[src/rtl/nipo_pkg.sv]
package nipo_pkg;

    // Size of one client set and the widths that follow from it.
    localparam int MAX_CLIENTS = 64;
    localparam int IDX_W       = $clog2(MAX_CLIENTS);
    localparam int CNT_W       = $clog2(MAX_CLIENTS + 1);
    localparam int ID_W        = 16;

    // A stored entry holds the client's rank within its node group above its node id.
    // Ordering entries by this key gives the round-robin pull order directly.
    localparam int KEY_W       = IDX_W + ID_W;

    typedef enum logic [3:0] {
        S_IDLE  = 4'b0001,
        S_LSCAN = 4'b0010,
        S_ESCAN = 4'b0100,
        S_EMIT  = 4'b1000
    } state_t;

endpackage

[src/rtl/nipo_ram.sv]
module nipo_ram #(
    parameter int WIDTH = 8,
    parameter int DEPTH = 64
) (
    input  logic                     aclk,
    input  logic                     we,
    input  logic [$clog2(DEPTH)-1:0] waddr,
    input  logic [WIDTH-1:0]         wdata,
    input  logic [$clog2(DEPTH)-1:0] raddr,
    output logic [WIDTH-1:0]         rdata
);

    logic [WIDTH-1:0] mem [DEPTH];

    // One write port and one read port with registered read data.
    always_ff @(posedge aclk) begin
        if (we) begin
            mem[waddr] <= wdata;
        end
        rdata <= mem[raddr];
    end

endmodule

[src/rtl/node_interleaved_pull_order.sv]
// Loading: a client word holds s_ready low while the stored clients are scanned for its
// rank, so no new word is taken before the block is through with the last one.
// Ordering: each result takes one scan over the whole set plus its handshake.
// A dropped word (set already full, no mark) is discarded without being stored.
// Reset (aresetn low, synchronous) empties the set and returns the block to idle.
module node_interleaved_pull_order (
    input  logic                       aclk,
    input  logic                       aresetn,
    input  logic                       s_valid,
    output logic                       s_ready,
    input  logic [nipo_pkg::ID_W-1:0]  s_node_id,
    input  logic                       s_last_client,
    output logic                       m_valid,
    input  logic                       m_ready,
    output logic [nipo_pkg::IDX_W-1:0] m_client_index,
    output logic                       m_last_out
);

    import nipo_pkg::*;

    // Control state.
    state_t           state_reg, state_next;
    logic [CNT_W-1:0] count_reg, count_next;
    logic [CNT_W-1:0] scan_addr_reg, scan_addr_next;
    logic             rd_vld_reg, rd_vld_next;
    logic             found_reg, found_next;
    logic             first_reg, first_next;
    logic [CNT_W-1:0] emit_k_reg, emit_k_next;
    logic             m_valid_reg, m_valid_next;

    // Payload state.
    logic [ID_W-1:0]  id_reg, id_next;
    logic             last_reg, last_next;
    logic [IDX_W-1:0] rank_reg, rank_next;
    logic [IDX_W-1:0] rd_idx_reg, rd_idx_next;
    logic [KEY_W-1:0] best_key_reg, best_key_next;
    logic [IDX_W-1:0] best_idx_reg, best_idx_next;
    logic [KEY_W-1:0] last_key_reg, last_key_next;
    logic [IDX_W-1:0] m_idx_reg, m_idx_next;
    logic             m_last_reg, m_last_next;

    // RAM ports.
    logic             ram_we;
    logic [IDX_W-1:0] ram_waddr;
    logic [KEY_W-1:0] ram_wdata;
    logic [IDX_W-1:0] ram_raddr;
    logic [KEY_W-1:0] ram_rdata;

    logic             scan_issue;
    logic             scan_done;
    logic             key_above;
    logic             key_below;

    nipo_ram #(
        .WIDTH(KEY_W),
        .DEPTH(MAX_CLIENTS)
    ) u_key_ram (
        .aclk  (aclk),
        .we    (ram_we),
        .waddr (ram_waddr),
        .wdata (ram_wdata),
        .raddr (ram_raddr),
        .rdata (ram_rdata)
    );

    // Shared scan sequencer: one read issued per cycle, data arriving in the next cycle.
    assign scan_issue = (scan_addr_reg < count_reg);
    assign scan_done  = !scan_issue && !rd_vld_reg;
    assign ram_raddr  = scan_addr_reg[IDX_W-1:0];

    // Shared comparator pair for the selection scan.
    assign key_above = first_reg || (ram_rdata > last_key_reg);
    assign key_below = !found_reg || (ram_rdata < best_key_reg);

    assign ram_waddr = count_reg[IDX_W-1:0];
    assign ram_wdata = {rank_reg, id_reg};

    assign s_ready        = (state_reg == S_IDLE);
    assign m_valid        = m_valid_reg;
    assign m_client_index = m_idx_reg;
    assign m_last_out     = m_last_reg;

    // Sequencer for loading, rank counting, selection and emission.
    always_comb begin
        state_next     = state_reg;
        count_next     = count_reg;
        scan_addr_next = scan_addr_reg;
        rd_vld_next    = 1'b0;
        rd_idx_next    = rd_idx_reg;
        found_next     = found_reg;
        first_next     = first_reg;
        emit_k_next    = emit_k_reg;
        m_valid_next   = m_valid_reg;
        id_next        = id_reg;
        last_next      = last_reg;
        rank_next      = rank_reg;
        best_key_next  = best_key_reg;
        best_idx_next  = best_idx_reg;
        last_key_next  = last_key_reg;
        m_idx_next     = m_idx_reg;
        m_last_next    = m_last_reg;
        ram_we         = 1'b0;

        if (state_reg != S_IDLE && scan_issue) begin
            scan_addr_next = scan_addr_reg + CNT_W'(1);
            rd_vld_next    = 1'b1;
            rd_idx_next    = scan_addr_reg[IDX_W-1:0];
        end

        unique case (state_reg)
            S_IDLE: begin
                if (s_valid) begin
                    id_next        = s_node_id;
                    last_next      = s_last_client;
                    rank_next      = '0;
                    scan_addr_next = '0;
                    found_next     = 1'b0;
                    first_next     = 1'b1;
                    emit_k_next    = '0;
                    if (count_reg < CNT_W'(MAX_CLIENTS)) begin
                        state_next = S_LSCAN;
                    end else if (s_last_client) begin
                        state_next = S_ESCAN;
                    end
                end
            end
            S_LSCAN: begin
                // Count earlier clients on the same node; that count is this client's round.
                if (rd_vld_reg && ram_rdata[ID_W-1:0] == id_reg) begin
                    rank_next = rank_reg + IDX_W'(1);
                end
                if (scan_done) begin
                    ram_we         = 1'b1;
                    count_next     = count_reg + CNT_W'(1);
                    scan_addr_next = '0;
                    state_next     = last_reg ? S_ESCAN : S_IDLE;
                end
            end
            S_ESCAN: begin
                // Pick the smallest key strictly above the one emitted before.
                if (rd_vld_reg && key_above && key_below) begin
                    found_next    = 1'b1;
                    best_key_next = ram_rdata;
                    best_idx_next = rd_idx_reg;
                end
                if (scan_done) begin
                    m_valid_next  = 1'b1;
                    m_idx_next    = best_idx_reg;
                    m_last_next   = (emit_k_reg == count_reg - CNT_W'(1));
                    last_key_next = best_key_reg;
                    first_next    = 1'b0;
                    state_next    = S_EMIT;
                end
            end
            S_EMIT: begin
                if (m_ready) begin
                    m_valid_next   = 1'b0;
                    emit_k_next    = emit_k_reg + CNT_W'(1);
                    scan_addr_next = '0;
                    found_next     = 1'b0;
                    if (m_last_reg) begin
                        count_next = '0;
                        state_next = S_IDLE;
                    end else begin
                        state_next = S_ESCAN;
                    end
                end
            end
            default: begin
                state_next = S_IDLE;
            end
        endcase
    end

    // Control registers.
    always_ff @(posedge aclk) begin
        if (!aresetn) begin
            state_reg     <= S_IDLE;
            count_reg     <= '0;
            scan_addr_reg <= '0;
            rd_vld_reg    <= 1'b0;
            found_reg     <= 1'b0;
            first_reg     <= 1'b1;
            emit_k_reg    <= '0;
            m_valid_reg   <= 1'b0;
        end else begin
            state_reg     <= state_next;
            count_reg     <= count_next;
            scan_addr_reg <= scan_addr_next;
            rd_vld_reg    <= rd_vld_next;
            found_reg     <= found_next;
            first_reg     <= first_next;
            emit_k_reg    <= emit_k_next;
            m_valid_reg   <= m_valid_next;
        end
    end

    // Payload registers.
    always_ff @(posedge aclk) begin
        id_reg       <= id_next;
        last_reg     <= last_next;
        rank_reg     <= rank_next;
        rd_idx_reg   <= rd_idx_next;
        best_key_reg <= best_key_next;
        best_idx_reg <= best_idx_next;
        last_key_reg <= last_key_next;
        m_idx_reg    <= m_idx_next;
        m_last_reg   <= m_last_next;
    end

endmodule

[config.mk]
export PLATFORM = sky130hd
export DESIGN_NAME = node_interleaved_pull_order
export DESIGN_NICKNAME = d
export VERILOG_FILES = /design/src/rtl/nipo_pkg.sv /design/src/rtl/nipo_ram.sv /design/src/rtl/node_interleaved_pull_order.sv
export SDC_FILE = /design/constraint.sdc
export NUM_CORES = 1
export LEC_CHECK = 0
export ABC_CLOCK_PERIOD_IN_PS = 4600
export CAP_MARGIN = 15
export CORE_AREA = 2 2 368 370
export DETAILED_ROUTE_END_ITERATION = 12
export DIE_AREA = 0 0 370 372
export DONT_BUFFER_PORTS = 1
export HOLD_SLACK_MARGIN = 0.02
export SLEW_MARGIN = 20
export SYNTH_ARGS = -nofsm -noshare
export SYNTH_HDL_FRONTEND = slang
export SYNTH_SLANG_ARGS = --single-unit
[constraint.sdc]
create_clock -name aclk -period 4.6 [get_ports aclk]
set_clock_uncertainty 0.15 [all_clocks]
set_input_delay 0.46 -clock aclk [delete_from_list [all_inputs] [get_ports aclk]]
set_output_delay 0.46 -clock aclk [all_outputs]
set_load 0.01 [all_outputs]
==> results.yml, run 1 <==
cells_and_area:
  nets: 2938
  largest_reg_flops: 1408
  syn_to_final_growth_pct: 13.15
  regMostFlops: "u_key_ram.mem"
  drive_gt1_share_pct: 28.46
  fillers: 10490
  stdcell_count: 4768
grt:
  grt-ovfl-total: 0
  first_global_vias: 28740
  grt_pass1_wl_um: 206100
  grt_start_max_net_pins: 137
  antenna_found_initial: 3
  grt.total_usage_pct: 21.11
route:
  first_iter_violations: 3037
  vias: 28110
  wl_per_cell_um: 30.00
  firstDrtPassIters: 5
  drc: 0
  viasPerCell: 5.895
  wl_um: 143000
  ant_nets: 0
logic_synthesis:
  ys_ff_latch: 1545
  ys_seq_area_share_pct: 76.67
  synth_edf_count: 1494
  synth_area_per_cell_um2: 22.33
  ys_warn_count: 0
  synth_compound_area_share_pct: 1.836
  synth-xor-area-share_pct: 0.5123
  synthAdderAreaFrac_pct: 1.129
  synth_flop_cell: "edfxtp_1"
  synthDistinctLibCells: 59
  async_flop_share_pct: 0
  muxShareOfSynthArea_pct: 16.45
  syn-instance-count: 2680
  synth_simple_gate_area_share_pct: 2.005
  syn_nets: 2755
  netlist_area_mm2: 0.05984
  synth_top_family_by_area: "multiplexers"
clock_tree:
  cts_tree: "built"
  h-tree-depth: 4
  cts-buffers-inserted: 152
  clock_tree.root_cell: "clkbuf_16"
  postCtsSetupRepairBufs: 0
  insertion_delay_ps: 780
  cts.path.max_buffers: 3
  clock-sinks: 1545
  cts_resized: 0
  clk_pin_slew_ps: 60
power_and_ir_drop:
  swShare_pct: 21.08
  power_density_mw_per_mm2: 428.1
  comb_power_share_pct: 5.2
  vdd_ir_drop_max_mv: 0.3323
  power_switching_uw: 6110
  p_int_uw: 22880
  clockPowerShare_pct: 40.7
  pwr-share-seq_pct: 54.1
  p_leak_uw: 0.02081
floorplan:
  row_count: 135
  start_util_pct: 44.56
  io_pins: 30
  dieArea_mm2: 0.1376
  core_mm2: 0.1343
  fp.dieW_um: 370
  die_h_um: 372
timing:
  worst_pin_slew_ps: 1092
  maxSlewViolCount: 0
  slew_headroom_pct: 26.88
  hold_viol_final: 0
  rsz0062_at_grt: "no"
  period_share_pct: 85.08
  setup_tns_ps: 0
  setup_violations: 0
  period_needed_ps: 3914
  max_freq_ghz: 0.2555
  setup_slack_ps: 686.2
job:
  maxCapViolations: 0
setup_path:
  path_class: "register to register"
  required_ps: 4860
  end_kind: "register"
  critical_path.startpoint_type: "register"
  crit_arrival_ps: 4170
  crit_fanout: 22
place:
  dp_hpwl_um: 79000
  io_buffer_count: 0
  place_congestion: 0.9107
  dp_slack_ps: 886.8
  dp_cells: 4469
hold_path:
  hp-class: "primary input to register"
outcome:
  status: "complete, no violations"
[critical path, cell delays in order, from the launching register on]
cell and delay [ps]:
dfxtp_1 460, clkinv_1 290, ha_1 370, nand4_1 160, o21ai_1 480, buf_4 260
nand3_1 650, nor2_2 290, buf_4 420
[logic make-up after synthesis]
kind of cell	Yosys count
DFF	1545
buffers and inverters	182
adders and majority gates	54
muxes	447
AOI/OAI and AO/OA	161
and+or+nand+nor	256
xor gates and xnor gates	35
[metrics by stage]
step           area, um^2  utilization [%]  hold WS [ps]  power, uW
2_1_floorplan       59840                -         250.3      16980
3_5_place_dp        62800            46.77         257.2      17490
4_1_cts             67690            50.41         98.55      29240
5_1_grt             67700            50.42         143.8      29880
6_report            67710            50.42         158.9      28990
3_3_place_gp        62800            46.76         267.9      17440
[synthesized netlist by cell type (7+ instances only)]
cell type | n | share of area [%]
mux2i_1 | 16 | 0.27
clkbuf_1 | 58 | 0.36
buf_2 | 27 | 0.23
edfxtp_1 | 1494 | 75
a21o_1 | 18 | 0.23
nor2b_1 | 9 | 0.094
o21ai_0 | 18 | 0.15
nor3_1 | 12 | 0.10
xnor2_1 | 7 | 0.10
buf_6 | 13 | 0.24
buf_1 | 19 | 0.12
nor2_1 | 105 | 0.66
ha_1 | 54 | 1.1
a21oi_1 | 37 | 0.31
dfxtp_1 | 51 | 1.7
o211ai_1 | 7 | 0.088
nand3_1 | 26 | 0.22
xor2_1 | 28 | 0.41
nand2_1 | 51 | 0.32
inv_1 | 57 | 0.36
a22oi_1 | 37 | 0.46
nand4_1 | 13 | 0.14
mux4_2 | 429 | 16
[layout make-up]
cell class	instances	area, um^2	area share (%)
flip-flops and latches	1545	45900	67.79
multi-input cells	953	13310	19.66
clock buffers	187	4029	5.950
well taps	1781	2228	3.291
repair buffers	151	1354	1.999
clock inverters	87	656.9	0.9701
inverters	60	225.2	0.3326
diodes	4	10.01	0.01478
[power groups by stage]
stage | clock, uW | combinational [uW] | sequential (uW)
3_3_place_gp | 0 | 1470 | 16000
5_1_grt | 12600 | 1630 | 15700
3_5_place_dp | 0 | 1510 | 16000
4_1_cts | 12000 | 1530 | 15700
6_report | 11800 | 1520 | 15700
2_1_floorplan | 0 | 906 | 16100
[timing repair]
action	4_1_cts	5_1_grt
hold endpoints to repair	46	0
hold buffers	20	0
endpoints found under the setup margin	0	0
[per-layer routing]
layer  part of all wire (%)  up-vias  GRT usage, %
met4                    2.9        2         6.973
met2                     49     1110         34.39
met3                    6.8      196         3.592
li1                       -    11680             -
met1                     41    15120         29.15
met5                 0.0049        -             0
[placed cells by master (no fill, tap or decap), drive strengths merged, types with 3 or more instances in the layout]
master	instances
xnor2	7
clkinvlp	6
o211ai	7
xor2	28
and4	4
a21oi	37
edfxtp	1494
nand4	13
nor4	6
and2	3
inv	65
nor2b	9
nor3	12
clkbuf	187
dlygate4sd3	20
ha	54
nand2b	4
buf	131
nor2	105
o31ai	4
o21a	6
a211oi	6
clkinv	68
bufinv	8
a22oi	37
mux4	429
mux2i	16
a21o	18
and3	6
a221oi	6
or3	3
nand3	26
dfxtp	51
diode	4
nand3b	4
nand2	51
or4	4
o21ai	19
[worst paths after layout]
kind / from / end / slack, ps / cells past startpoint
max: count_reg[3] / u_key_ram.mem[56][17] / 690 / 8
min: m_ready / count_reg[6] / 160 / 5
max reg2reg: count_reg[3] / u_key_ram.mem[56][17] / 690 / 8
min reg2reg: best_idx_reg[0] / m_client_index[0] / 270 / 0
Power figures use the tool's default switching activity.
==> run 2: changes to the inputs <==
ABC_CLOCK_PERIOD_IN_PS = 3900   (was 4600)
clock period = 3.9 ns   (was 4.6 ns; I/O delays follow)
==> run 2 against run 1 <==
Clock power increased by 21%. Worst hold slack got worse by 65 ps. Sequential power grew 18%. Largest cell class unchanged. Critical path depth shrank 3. Die area did not move. Final cell count rose by 0.71%. Total power increased by 20%. Combinational power rose by 21%. Via count up 1.9%.
==> results.yml, run 2 (synthesis results as in run 1) <==
floorplan:
  fp.dieW_um: 370
  dieArea_mm2: 0.1376
  row_count: 135
  start_util_pct: 44.56
  die_h_um: 372
  core_mm2: 0.1343
  io_pins: 30
clock_tree:
  cts_tree: "built"
  clock-sinks: 1545
  postCtsSetupRepairBufs: 0
  clk_pin_slew_ps: 60
  cts_resized: 0
  cts-buffers-inserted: 152
  insertion_delay_ps: 780
  cts.path.max_buffers: 3
  clock_tree.root_cell: "clkbuf_16"
  h-tree-depth: 4
timing:
  max_freq_ghz: 0.2756
  setup_violations: 0
  setup_slack_ps: 270.9
  setup_tns_ps: 0
  maxSlewViolCount: 0
  worst_pin_slew_ps: 1021
  hold_viol_final: 0
  period_needed_ps: 3629
  period_share_pct: 93.05
  slew_headroom_pct: 31.61
  rsz0062_at_grt: "no"
power_and_ir_drop:
  p_leak_uw: 0.02117
  clockPowerShare_pct: 41.3
  pwr-share-seq_pct: 53.4
  power_switching_uw: 7236
  swShare_pct: 20.87
  vdd_ir_drop_max_mv: 0.4125
  comb_power_share_pct: 5.3
  power_density_mw_per_mm2: 505.2
  p_int_uw: 27440
cells_and_area:
  seqCellArea_mm2: 0.04590
  regMostFlops: "u_key_ram.mem"
  utilization_pct: 51.11
  fillers: 10390
  largest_reg_flops: 1408
  final_common_cell: "edfxtp_1"
  stdcell_count: 4802
  drive_gt1_share_pct: 29.30
  final_cell_mix: "edfxtp_1, mux4_2, clkbuf_16, buf_4, nor2_2"
  syn_to_final_growth_pct: 14.69
  stdcell_area_mm2: 0.06863
  nets: 2970
  multi_input_area_mm2: 0.01331
place:
  io_buffer_count: 0
  place_area_mm2: 0.06352
  dp_hpwl_um: 83910
  place_congestion: 0.8788
  dp_slack_ps: 166.9
  dp_cells: 4498
grt:
  grt.total_usage_pct: 21.73
  antenna_found_initial: 4
  first_global_vias: 29100
  grt_start_max_net_pins: 115
  grt_pass1_wl_um: 211000
  grt-ovfl-total: 0
setup_path:
  r2r_end: "u_key_ram.rdata[1]"
  ff2ff_setup_slack_ps: 270
  ff2ff_path_depth: 5
  crit_fanout: 76
  path_class: "register to register"
  end_kind: "register"
  critical_path.startpoint_type: "register"
  cp_slowest_cell: "a22oi_1"
  crit_arrival_ps: 4100
  required_ps: 4370
  r2r_start: "scan_addr_reg[0]"
  crit_top_cell: "mux4_2"
  critPathMaxStageDelay_ps: 760
  cp_cell_sequence: "buf_12 > mux4_2 > mux4_2 > a22oi_1 > nand2_1"
hold_path:
  hp-class: "primary input to register"
  min-delay-start: "s_node_id[13]"
  min_to: "id_reg[13]"
  whs_path_depth: 1
route:
  firstDrtPassIters: 5
  wl_um: 148000
  ant_nets: 0
  first_iter_violations: 3563
  viasPerCell: 5.967
  vias: 28650
  drc: 0
  wl_per_cell_um: 30.83
outcome:
  status: "complete, no violations"
job:
  maxCapViolations: 0
[run 2: changes by cell type in the layout (fill, tap and decap cells not counted), sizes merged]
cell,previous run,this run
clkinvlp,6,2
clkinv,68,53
diode,4,1
buf,131,162
inv,65,66
bufinv,8,12
clkbuf,187,206
dlygate4sd3,20,21
[run 2: area by class of cell]
class / count / share of cell area [%]
flip-flops and latches: 1545 / 66.88
multi-input cells: 953 / 19.39
clock buffers: 206 / 6.063
well taps: 1781 / 3.247
repair buffers: 183 / 3.077
clock inverters: 73 / 1.014
inverters: 60 / 0.3281
diodes: 1 / 0.003646
[run 2: stage by stage]
step	hold WS [ps]	power, uW
6_report	93.99	34670
5_1_grt	67.64	35670
4_1_cts	38.15	34920
3_5_place_dp	254.5	20680
3_3_place_gp	251.2	20630
2_1_floorplan	250.3	20020
[run 2: critical path, delay by kind of cell (launching register included)]
| family | cells | cell delay (ps) |
|---|---|---|
| mux | 2 | 1070 |
| buf+inv | 1 | 540 |
| flops | 1 | 680 |
| simple gates | 1 | 160 |
| compound gates | 1 | 760 |
[run 2: worst max path at each step]
stage	startpoint	end	slack, ps	cells after the start
3_5_place_dp	scan_addr_reg[0]	u_key_ram.rdata[1]	170	5
5_1_grt	scan_addr_reg[0]	u_key_ram.rdata[1]	100	5
4_1_cts	scan_addr_reg[0]	u_key_ram.rdata[1]	170	5
3_3_place_gp	scan_addr_reg[0]	u_key_ram.rdata[1]	180	5
2_1_floorplan	count_reg[3]	u_key_ram.mem[59][0]	300	8
6_report	scan_addr_reg[0]	u_key_ram.rdata[1]	270	5
[run 2: per-layer routing]
metal,wire length (um),part of all wire [%],track usage (%)
met5,0,0,0
met4,4715,3.2,7.896
met3,11680,7.9,4.006
met2,71420,48,34.54
met1,60210,41,30.28
[run 2: power by group through the flow]
| stage | registers (uW) | logic (uW) | clock network, uW |
|---|---|---|---|
| 2_1_floorplan | 19000 | 1070 | 0 |
| 3_3_place_gp | 18900 | 1760 | 0 |
| 3_5_place_dp | 18900 | 1810 | 0 |
| 4_1_cts | 18500 | 1830 | 14600 |
| 5_1_grt | 18500 | 1960 | 15200 |
| 6_report | 18500 | 1840 | 14300 |
[run 2: what timing repair did]
action,in CTS,in global routing
hold endpoints to repair,46,0
setup endpoints to repair,0,0
hold buffers,21,0
